File: config.mk
export PLATFORM = sky130hd
export DESIGN_NAME = hbsa_ctrl
export DESIGN_NICKNAME = d
export VERILOG_FILES = /design/src/hdl/hierarchical_bitmap_slot_allocator_top_assert.svh /design/src/hdl/hbsa_pkg.sv /design/src/hdl/hbsa_ctrl.sv
export SDC_FILE = /design/constraint.sdc
export NUM_CORES = 1
export LEC_CHECK = 0
export ABC_AREA = 1
export BUFFER_PORTS_ARGS = -buffer_cell sky130_fd_sc_hd__buf_4
export CORE_AREA = 2 2 39 41
export DETAILED_ROUTE_END_ITERATION = 10
export DIE_AREA = 0 0 41 43
export HOLD_SLACK_MARGIN = 0.05
export PLACE_DENSITY = 0.67
export SLEW_MARGIN = 20
export SYNTH_ARGS = -nofsm -noshare
export SYNTH_HDL_FRONTEND = slang
export SYNTH_SLANG_ARGS = --single-unit
export TNS_END_PERCENT = 30
File: constraint.sdc
create_clock -name clk -period 1.5 [get_ports clk]
set_input_delay 0.3 -clock clk [delete_from_list [all_inputs] [get_ports clk]]
set_output_delay 0.3 -clock clk [all_outputs]
set_load 0.02 [all_outputs]
File: src/hdl/hierarchical_bitmap_slot_allocator_top_assert.svh
// Assertion macros for the hierarchical bitmap slot allocator top level.
// Each macro expects clk and arst_n in scope; no other dependencies.
`ifndef HIERARCHICAL_BITMAP_SLOT_ALLOCATOR_TOP_ASSERT_SVH
`define HIERARCHICAL_BITMAP_SLOT_ALLOCATOR_TOP_ASSERT_SVH

// Consequent must hold in the same cycle as the antecedent.
`define HBSA_ASSERT_SAME(lbl, ante, cons, msg) \
	lbl: assert property (@(posedge clk) disable iff (!arst_n) (ante) |-> (cons)) \
		else $error(msg);

// Consequent must hold in the cycle after the antecedent.
`define HBSA_ASSERT_NEXT(lbl, ante, cons, msg) \
	lbl: assert property (@(posedge clk) disable iff (!arst_n) (ante) |=> (cons)) \
		else $error(msg);

`endif

File: src/hdl/hbsa_pkg.sv
// Shared types, constants and bit helpers for the hierarchical bitmap slot allocator.
// Used by the controller, the datapath and the top level; no dependencies.
package hbsa_pkg;

	localparam int FANOUT  = 64;
	localparam int WORD_W  = 64;
	localparam int BIT_W   = 6;
	localparam int SLOT_W  = 18;
	localparam int COUNT_W = 19;
	localparam int CORES_W = 7;

	typedef enum logic {
		OP_ALLOC = 1'b0,
		OP_FREE  = 1'b1
	} op_t;

	typedef enum logic [1:0] {
		ST_OK     = 2'd0,
		ST_FULL   = 2'd1,
		ST_RANGE  = 2'd2,
		ST_DOUBLE = 2'd3
	} status_t;

	typedef struct packed {
		op_t               operation;
		logic [SLOT_W-1:0] slot_in;
	} req_t;

	typedef struct packed {
		logic [SLOT_W-1:0] slot_out;
		status_t           status;
	} rsp_t;

	typedef enum logic [3:0] {
		S_CLEAR,
		S_RECALC,
		S_IDLE,
		S_TOP,
		S_MID,
		S_LEAF,
		S_FREE,
		S_FREE_UPD,
		S_RESULT
	} state_t;

	// Commands from the controller to the datapath.
	typedef struct packed {
		logic accept;
		logic clear_step;
		logic top_eval;
		logic mid_eval;
		logic leaf_eval;
		logic free_chk;
		logic free_upd;
		logic ld_out;
	} cmd_t;

	// Status from the datapath to the controller.
	typedef struct packed {
		logic clear_last;
		logic div_busy;
		logic req_free;
		logic top_full;
		logic mid_zero;
		logic leaf_zero;
		logic range_bad;
		logic out_free;
	} sts_t;

	// Index of the lowest set bit; 63 for an empty word.
	function automatic logic [BIT_W-1:0] low_bit(input logic [WORD_W-1:0] w);
		logic [BIT_W-1:0] n;
		n = BIT_W'(WORD_W - 1);
		for (int i = WORD_W - 1; i >= 0; i--) begin
			if (w[i]) begin
				n = BIT_W'(i);
			end
		end
		return n;
	endfunction

	// One-hot word with bit n set.
	function automatic logic [WORD_W-1:0] bit_of(input logic [BIT_W-1:0] n);
		return {{(WORD_W-1){1'b0}}, 1'b1} << n;
	endfunction

endpackage

File: src/hdl/hbsa_ctrl.sv
// Controller state machine of the hierarchical bitmap slot allocator.
// Depends on hbsa_pkg for the state, command and status types.
module hbsa_ctrl (
	input  logic           clk,
	input  logic           arst_n,
	input  logic           req_valid,
	output logic           req_stall,
	input  logic           cfg_we,
	input  hbsa_pkg::sts_t sts,
	output hbsa_pkg::cmd_t cmd
);
	import hbsa_pkg::*;

	state_t state_q;
	state_t state_nxt;
	logic   ready;
	state_t start_state;

	// State register; reset starts the clearing pass.
	always_ff @(posedge clk or negedge arst_n) begin
		if (!arst_n) begin
			state_q <= S_CLEAR;
		end else begin
			state_q <= state_nxt;
		end
	end

	// First state of a newly accepted transaction.
	assign start_state = sts.req_free ? S_FREE : S_TOP;

	// Next state.
	always_comb begin
		state_nxt = state_q;
		unique case (state_q)
			S_CLEAR: begin
				if (sts.clear_last) begin
					state_nxt = S_RECALC;
				end
			end
			S_RECALC: begin
				if (!sts.div_busy && !cfg_we) begin
					state_nxt = S_IDLE;
				end
			end
			S_IDLE: begin
				if (cfg_we) begin
					state_nxt = S_RECALC;
				end else if (req_valid) begin
					state_nxt = start_state;
				end
			end
			S_TOP: begin
				state_nxt = sts.top_full ? S_RESULT : S_MID;
			end
			S_MID: begin
				state_nxt = sts.mid_zero ? S_TOP : S_LEAF;
			end
			S_LEAF: begin
				state_nxt = sts.leaf_zero ? S_MID : S_RESULT;
			end
			S_FREE: begin
				state_nxt = sts.range_bad ? S_RESULT : S_FREE_UPD;
			end
			S_FREE_UPD: begin
				state_nxt = S_RESULT;
			end
			S_RESULT: begin
				if (sts.out_free) begin
					if (cfg_we) begin
						state_nxt = S_RECALC;
					end else if (req_valid) begin
						state_nxt = start_state;
					end else begin
						state_nxt = S_IDLE;
					end
				end
			end
			default: begin
				state_nxt = S_IDLE;
			end
		endcase
	end

	// Outputs: handshake and datapath commands.
	always_comb begin
		ready = !cfg_we &&
			((state_q == S_IDLE) || ((state_q == S_RESULT) && sts.out_free));
		req_stall      = !ready;
		cmd.accept     = ready && req_valid;
		cmd.clear_step = (state_q == S_CLEAR);
		cmd.top_eval   = (state_q == S_TOP);
		cmd.mid_eval   = (state_q == S_MID);
		cmd.leaf_eval  = (state_q == S_LEAF);
		cmd.free_chk   = (state_q == S_FREE);
		cmd.free_upd   = (state_q == S_FREE_UPD);
		cmd.ld_out     = (state_q == S_RESULT) && sts.out_free;
	end

endmodule

# Word-level counts from Yosys, hierarchy flattened
# Index checks and enable logic that the tools add are counted.
# W data, S select, Z words.
[classes]
eq_ne = 12
mux = 13
n_reduce_logical = 10
[op_table]
columns = ["cell", "count"]
rows = [
  ["$pmux W4 S9", 1],
  ["$mux W4", 8],
  ["$eq A4 B3 Y1 const B", 4],
  ["$mux W3", 4],
  ["$eq A4 B2 Y1 const B", 2],
  ["$ne A2 B2 Y1 const B", 3],
  ["$eq A4 B1 Y1 const B", 1],
  ["$eq A4 B4 Y1 const B", 1],
  ["$logic_and A1 B1 Y1", 4],
  ["$logic_not A4 Y1", 1],
  ["$reduce_and A4 Y1", 1],
  ["$logic_not A1 Y1", 3],
  ["$ne A3 B3 Y1 const B", 1],
  ["$logic_or A1 B1 Y1", 1],
]
[word_totals]
regBits = 4
wordCells = 36

# Logic depth before layout (Yosys ltp)
# Gate-level depths: netlist of the first run.
[logic_depth]
word_depth = 5
mapped_depth = 7
depth_no_buf = 7

# Worst setup path before layout of the first run
# Ideal clock, no wire load.
[synth_path]
path_kind = "register to output"
from = "reg state_q[0]"
to = "out cmd[7] (netlist name)"
t_arrival_ns = 1.363
required_time_ns = 1.200
slack_ns = -0.163
path_stages_with_launch = 7
path_buffers = 0
path_cell_list = "dfrtp_1 > inv_1 > nand2_2 > nor2_2 > nand2_1 > o21a_1 > nor2_1"
[synth_rtl]
columns = ["item", "line_no", "source"]
rows = [
  ["start: declaration", "hbsa_ctrl.sv:14", "state_t state_q;"],
  ["start signal: assignment", "hbsa_ctrl.sv:24", "state_q <= state_nxt;"],
  ["end: declaration", "hbsa_ctrl.sv:10", "output hbsa_pkg::cmd_t cmd"],
]

==> results of run 1 <==
-- where the power goes --
| part | internal, mW | switching, mW | leakage (nW) | total [mW] |
|---|---|---|---|---|
| Sequential | 0.160 | 0.0531 | 0.0522 | 0.213 |
| Clock | 0.0893 | 0.0414 | 0.0138 | 0.131 |
| Combinational | 0.570 | 0.714 | 0.406 | 1.28 |
| Total | 0.819 | 0.808 | 0.472 | 1.63 |
-- cells by family (layout without fill, tap and decap cells) --
group	after synthesis	after routing	share of synthesized area, %
buffers and inverters	16	55	13.0
DFF	4	4	21.7
and+or+nand+nor	57	57	59.2
AOI/OAI and AO/OA	5	5	5.98
-- synth_stat cells --
| cell | instances | area share (%) |
|---|---|---|
| nor2_1 | 11 | 9.0 |
| inv_2 | 2 | 1.6 |
| dfrtp_1 | 4 | 22 |
| nand4_1 | 4 | 5.4 |
| a21oi_1 | 1 | 1.1 |
| nor2_4 | 1 | 2.4 |
| nand2_2 | 1 | 1.4 |
| inv_1 | 14 | 11 |
| nand3_1 | 12 | 13 |
| nand3b_1 | 2 | 3.3 |
| nand2_1 | 21 | 17 |
| o21a_1 | 1 | 1.6 |
| nor3_2 | 1 | 2.2 |
| o21ai_0 | 2 | 2.2 |
| nor2_2 | 4 | 5.4 |
| o21ai_1 | 1 | 1.1 |
-- per-layer routing --
| metal | vias up | routed length, microns |
|---|---|---|
| met1 | 294 | 614 |
| met2 | 30 | 767 |
| li1 | 340 | - |
| met5 | - | 0 |
| met4 | 0 | 51 |
| met3 | 4 | 89 |
-- worst min-delay path: cells and delay by family --
kind,cells,cell delay [ps]
buffers and inverters,1,90
and+or+nand+nor,1,90
AOI/OAI and AO/OA,1,60
-- stage by stage --
stage,std cells,hold slack [ps]
after floorplan,82,4.41
after global placement,131,96.2
after detailed placement,131,97.8
after CTS,136,334
after global routing,137,341
final,137,352
-- how the worst max path moves through the flow --
stage | startpoint | to | depth (start not counted)
floorplan | state_q[1] | cmd[7] | 6
global placement | state_q[0] | cmd[7] | 7
detailed placement | state_q[0] | cmd[7] | 7
CTS | state_q[0] | cmd[7] | 7
global route | state_q[0] | cmd[7] | 7
finish | state_q[0] | cmd[7] | 7
-- what timing repair did --
item | CTS | global route
gates resized for setup | 10 | 15
hold buffers | 1 | 0
pin swaps | 2 | 2
hold endpoints to repair | 4 | 0
setup buffers | 1 | 1
endpoints found under the setup margin | 9 | 12
-- layout make-up --
cell class,count,area [sq um]
fill,136,513
multi-input combinational,62,367
timing repair buffer,36,299
sequential,4,100
inverter,16,62.6
clock buffer,3,22.5
tap,16,20.0
==> results.ini, run 1 <==
[outcome]
outcome=complete, but fails checks
violations=negative setup slack

[clock_tree]
cts_tree=built
cts.clk_slew.worst_paths_ps=40
cts_buffer_depth=2
cts_root_buffer=clkbuf_4
clock_latency_ps=230
clock_sinks=4
cts_made_buffers=3
htree_num_levels=1

[route]
antenna_left=0
wirelength_microns=1520
drtIter0Drc=10
wire_per_inst_microns=11.1
drtPass1Iterations=4
viasPerCell=4.88
drc_errors=0
vias=668

[timing]
min_period_over_period_pct=114
fin_ws_ps=-206
rsz0062_at_grt=yes
finalClockSkew_ps=1.33
fmax_ghz=0.586
setup_viol=7
slew_violations=0
fin_crit_ps=1710
relSlewSlack_pct=85.9
fin_setup_tns_ps=-612
final_hold_viol_count=0
tightest_slew_ps=212

[global_route]
grt_pass1_vias=588
grt_overflow=0
gr-usage-met3_pct=5.24
grt_busiest_layer=met2
antenna_found_initial=0
grt_max_degree=7
grt_util_all_layers_pct=19.3
use_met2_pct=31.9
grt_pass1_wl_microns=2370
met1_usage_pct=22.1

[hold_path]
hold-path-cell-count=3
whs_endpoint=state_q[3]
hp-class=in2reg
hold_start=sts[1]

[pwr]
p_leak_nw=0.472
p_per_area_nw_per_um2=1870
power.total_mw=1.63
ir_worst_vdd_v=0.000962

[cells_and_area]
final_core_util_pct=62.9
largest_reg_flops=4
final_cell_area_sq_um=871
drive_gt1_share_pct=49.6
antenna_cells=0
layout_common_cells=28 x buf_4, 19 x nand2_1, 12 x nand3_1, 9 x inv_1, 7 x buf_6
final_common_cell=buf_4
fin_nets=135
reg_top3=state_q (4)
area.growth.synth_to_final_pct=89.1
regMostFlops=state_q

[placed_design]
gp_congestion=0.913
portBuffers=20
place_ws_ps=23.7
placed_cell_area_sq_um=743
dp_hpwl_microns=1170

[logic_synthesis]
yosysWarnings=0
netlist_area_sq_um=460
avgSynthCellArea_sq_um=5.62
ys_ff_latch=4
yosysSeqAreaShare_pct=21.7
syn-num-nets=94
netlist_instances=82
yosysUniqueCellTypes=16

[critical_path]
reg2reg_setup_slack_ps=120
path_max_fanout=3
path_class=reg2out
reg2reg_from=state_q[0]
crit_chain=inv_2 -> nand2_4 -> nor2_4 -> nand2_2 -> o21a_4 -> nor2_4 -> buf_6
path_buf_inv=2
crit_path_start_kind=register
cpMostUsedCell=nor2_4
required_ps=1200
worst_path_largest_cell_delay_ps=420
cp.arrival_ps=1410
cp-end-kind=output port
reg2reg_to=state_q[1]
crit_family=flip-flops
cp_slowest_cell=dfrtp_1
r2r_cells=9

[die]
chipHeight_microns=43
die_x_microns=41
io_pins=21
initial_core_util_pct=33.3
core_sq_um=1380
num_rows=14
die-area_sq_um=1760

[run]
max_cap_viol_count=0

Note: power is estimated with default switching activity, not from simulation.
==> run 2: changes to the inputs <==
--- a/config.mk
+++ b/config.mk
@@ -5,13 +5,12 @@
 export SDC_FILE = /design/constraint.sdc
 export NUM_CORES = 1
 export LEC_CHECK = 0
-export ABC_AREA = 1
 export BUFFER_PORTS_ARGS = -buffer_cell sky130_fd_sc_hd__buf_4
 export CORE_AREA = 2 2 39 41
 export DETAILED_ROUTE_END_ITERATION = 10
 export DIE_AREA = 0 0 41 43
 export HOLD_SLACK_MARGIN = 0.05
-export PLACE_DENSITY = 0.67
+export PLACE_DENSITY = 0.69
 export SLEW_MARGIN = 20
 export SYNTH_ARGS = -nofsm -noshare
 export SYNTH_HDL_FRONTEND = slang
==> run 2 against run 1 <==
- the flow still finishes with violations (negative setup slack)
- power decreased by 10%
- maximum frequency is 2.3% higher
- first-iteration DRC count grew to 2.5 times the previous value
- highest routed layer is now met3
- cell count shrank 20%
- critical endpoint is now cmd[5]
==> results.ini, run 2 <==
[clock_tree]
cts.clk_slew.worst_paths_ps=40
clock_latency_ps=240
cts_buffer_depth=2
htree_num_levels=1
cts_tree=built
clock_sinks=4
cts_made_buffers=3
cts_root_buffer=clkbuf_4

[route]
wire_per_inst_microns=13.4
vias=615
top_layer=met3
dr_wl_met2_microns=720
drtPass1Iterations=4
wirelength_microns=1480
wl_met3_microns=91
met1_length_microns=666
drtIter0Drc=25
drc_errors=0
antenna_left=0
viasPerCell=5.59

[outcome]
outcome=complete, but fails checks
violations=negative setup slack

[die]
core_sq_um=1380
die_x_microns=41
chipHeight_microns=43
initial_core_util_pct=34.8
num_rows=14
die-area_sq_um=1760
io_pins=21

[timing]
final_hold_viol_count=0
tightest_slew_ps=282
min_period_over_period_pct=111
finalClockSkew_ps=6.01
slew_violations=0
fin_crit_ps=1670
setup_viol=6
fmax_ghz=0.599
fin_ws_ps=-168
rsz0062_at_grt=yes
fin_setup_tns_ps=-546
relSlewSlack_pct=80.9
hold_slack_ps=397

[run]
max_cap_viol_count=0

[critical_path]
cp-end-kind=output port
worst_path_largest_cell_delay_ps=380
crit_chain=buf_4 -> nand2_1 -> nor3_1 -> buf_4
cp.arrival_ps=1370
crit_path_start_kind=register
path_class=reg2out
required_ps=1200
cpMostUsedCell=buf_4
cp_slowest_cell=dfrtp_1
path_max_fanout=14

[cells_and_area]
register_area_sq_um=100
drive_gt1_share_pct=47.9
regMostFlops=state_q
final_core_util_pct=57.5
layout_common_cells=26 x buf_4, 7 x nor2_1, 5 x buf_6
reg_top3=state_q (4)
nFillCells=143
multi_input_area_sq_um=380
fin_nets=108
final_common_cell=buf_4
final_cell_area_sq_um=796
area.growth.synth_to_final_pct=65.2
largest_reg_flops=4
antenna_cells=0

[placed_design]
portBuffers=20
placed_cell_area_sq_um=696
dp_hpwl_microns=1100
gp_congestion=0.813

[logic_synthesis]
synthTopCellsByArea=dfrtp_1 21%, o32ai_2 6.8%, nand2b_1 6.5%
synth-async-reset-ratio_pct=100
yosysSeqAreaShare_pct=20.8
synth-main-ff-cell=dfrtp_1
netlist_area_sq_um=482
synth-edff-count=0
avgSynthCellArea_sq_um=7.53
synth_most_common_cell=nor2_1
netlist_instances=64
synth_top_area_share_pct=20.8
syn-num-nets=76
yosysWarnings=0
synthTopCellsByCount=8 x nor2_1, 5 x nand2b_1
yosysUniqueCellTypes=29
synth_top_area_cell=dfrtp_1
ys_ff_latch=4

[global_route]
grt_max_degree=19
grt_util_all_layers_pct=19.7
grt_pass1_wl_microns=2390
antenna_found_initial=0
grt_pass1_vias=570
grt_overflow=0

[pwr]
p_per_area_nw_per_um2=1840
power.total_mw=1.46
ir_worst_vdd_v=0.000915
p_leak_nw=0.348

[hold_path]
hp-class=in2async

-- run 2: cell count changes after synthesis, sizes merged, moves of 3 or more --
| cell | delta |
|---|---|
| nand2 | -18 |
| nor2 | -8 |
| buf | +4 |
| nand4 | -4 |
| inv | -13 |
| nand2b | +5 |
| nand3 | -12 |
| a21oi | +3 |
-- run 2: layout make-up --
type                       instances  area share (%)
clock buffer                       3            2.83
multi-input combinational         52            47.8
timing repair buffer              32            32.9
sequential                         4            12.6
inverter                           3            1.42
tap                               16            2.52
-- run 2: worst max-delay path: cells and delay by family (launching register included) --
family | cells | cell delay, ps
buffers and inverters | 2 | 430
AND/OR/NAND/NOR | 2 | 320
flip-flops | 1 | 380
-- run 2: per-layer routing --
metal	GRT usage (%)	up-vias
met2	28.1	21
li1	-	301
met4	3.33	0
met1	27.9	293
met5	0	-
met3	7.85	0
-- run 2: path summary, 6_finish.rpt --
kind,to,startpoint,cells past startpoint,slack (ps)
max in group asynchronous,state_q[2],arst_n,2,1000
min in group clk,state_q[0],sts[6],3,410
min,state_q[1],arst_n,2,400
max,cmd[5],state_q[1],4,-170
max reg2reg,state_q[1],state_q[2],5,30
min reg2reg,state_q[0],state_q[2],4,760
-- run 2: where the power goes --
| group | internal (mW) | total [mW] | switching [mW] |
|---|---|---|---|
| clock network | 0.0894 | 0.132 | 0.0430 |
| logic | 0.551 | 1.13 | 0.581 |
| registers | 0.156 | 0.196 | 0.0405 |
| total | 0.797 | 1.46 | 0.664 |
-- run 2: timing repair --
item / 4_1_cts / 5_1_grt
hold buffers: 1 / 0
endpoints found under the hold margin: 4 / 0
pin swaps: 1 / 1
setup endpoints to repair: 9 / 10
setup buffers: 3 / 0
resized for setup: 11 / 0
-- run 2: metrics by stage --
step	worst slack, ps	instances
finish	-168	110
CTS	-188	110
detailed placement	36.8	103
global route	-236	110
global placement	37.6	103
floorplan	-156	64
-- run 2: cell families after synthesis --
logic type      synth area share [%]
simple gates                    34.0
mux                             3.12
buf+inv                         7.53
compound gates                  34.5
flops                           20.8
==> run 3: changes to the inputs <==
--- a/config.mk
+++ b/config.mk
@@ -11,6 +11,7 @@
 export DIE_AREA = 0 0 41 43
 export HOLD_SLACK_MARGIN = 0.05
 export PLACE_DENSITY = 0.69
+export SKIP_CTS_REPAIR_TIMING = 1
 export SLEW_MARGIN = 20
 export SYNTH_ARGS = -nofsm -noshare
 export SYNTH_HDL_FRONTEND = slang
==> run 3 against run 2 <==
- the run still ends with negative setup slack left
- first-iteration DRC count is 36% lower
- design area down 0.63%
- clock power barely moved
- non-clock buffer count fell by 2
- largest power group unchanged
- highest routed layer unchanged
- largest cell class unchanged
- sequential share of layout area up 0.080 points
- via count shrank 2.8%
- flip-flop and latch count unchanged
==> results.ini, run 3 (same netlist as run 2, synthesis figures left out) <==
[outcome]
outcome=complete, but fails checks
violations=negative setup slack

[timing]
min_period_over_period_pct=113
fin_crit_ps=1690
rsz0062_at_grt=yes
final_hold_viol_count=0
setup_viol=6
slew_violations=0
finalClockSkew_ps=6.01
fin_ws_ps=-189
relSlewSlack_pct=81.0
tightest_slew_ps=281
fmax_ghz=0.592

[critical_path]
required_ps=1200
cp.arrival_ps=1390
path_class=reg2out
cp-end-kind=output port
reg2reg_setup_slack_ps=90
path_max_fanout=4
crit_path_start_kind=register
r2r_cells=5
reg2reg_to=state_q[1]
reg2reg_from=state_q[2]

[global_route]
grt_pass1_vias=537
antenna_found_initial=0
grt_max_degree=19
grt_pass1_wl_microns=2300
grt_util_all_layers_pct=18.9
grt_overflow=0

[pwr]
ir_worst_vdd_v=0.000922
p_per_area_nw_per_um2=1830
p_leak_nw=0.343
power.total_mw=1.45

[route]
drc_errors=0
drtPass1Iterations=4
vias=598
wirelength_microns=1460
drtIter0Drc=16
antenna_left=0
viasPerCell=5.54
wire_per_inst_microns=13.5

[clock_tree]
cts_buffer_depth=2
cts.clk_slew.worst_paths_ps=40
cts_root_buffer=clkbuf_4
htree_num_levels=1
cts_made_buffers=3
clock_latency_ps=240
cts_tree=built
clock_sinks=4

[die]
core_sq_um=1380
io_pins=21
num_rows=14
initial_core_util_pct=34.8
die_x_microns=41
chipHeight_microns=43
die-area_sq_um=1760

[cells_and_area]
reg_top3=state_q (4)
fin_nets=106
area.growth.synth_to_final_pct=64.2
final_core_util_pct=57.1
final_common_cell=buf_4
fin_cells=108
layout_common_cells=24 x buf_4, 6 x nor2_1, 5 x buf_6
drive_gt1_share_pct=50.0
antenna_cells=0
largest_reg_flops=4
regMostFlops=state_q

[run]
max_cap_viol_count=0

[placed_design]
dp_hpwl_microns=1100
portBuffers=20
gp_congestion=0.813
dp_cells=103

[hold_path]
hp-class=in2async

run 3: cell types whose count changed in the layout (fill, tap and decap cells not counted), sizes merged:
| cell | delta |
|---|---|
| buf | -2 |
run 3: routing by layer:
layer	global-route usage [%]	up-vias	share of wire, %
li1	-	297	-
met3	7.85	0	5.6
met5	0	-	0
met4	2.67	0	0
met2	25.0	17	49
met1	28.9	284	46
run 3: worst max-delay path by stage:
stage          slack [ps]  startpoint     end
6_report             -190  state_q[2]  cmd[7]
3_5_place_dp           40  state_q[1]  cmd[7]
2_1_floorplan        -160  state_q[0]  cmd[6]
4_1_cts              -230  state_q[1]  cmd[7]
3_3_place_gp           40  state_q[1]  cmd[7]
5_1_grt              -260  state_q[2]  cmd[7]
run 3: cell type report:
cell class / count / area (sq um)
well taps: 16 / 20.0
inverters: 3 / 11.3
clock buffers: 3 / 22.5
repair buffers: 30 / 246
fillers: 139 / 593
multi-input cells: 52 / 390
flip-flops and latches: 4 / 100
run 3: through the flow:
| stage | setup WS [ps] | hold WS, ps | instance area [sq um] | TNS (ps) |
|---|---|---|---|---|
| after detailed placement | 36.8 | 99.9 | 696 | 0 |
| after global routing | -262 | 385 | 791 | -1130 |
| after floorplan | -156 | 4.41 | 490 | -338 |
| final | -189 | 397 | 791 | -519 |
| after CTS | -230 | -155 | 718 | -1310 |
| after global placement | 37.6 | 98.8 | 696 | 0 |
run 3: where the power goes:
part,internal [mW],switching [mW]
registers,0.156,0.0421
logic,0.536,0.583
clock network,0.0894,0.0430
total,0.781,0.668
run 3: worst max-delay path: stages (launching register included):
cell,delay [ps]
dfrtp_1,390
or2_4,260
a211o_1,290
nor2_2,100
buf_6,120
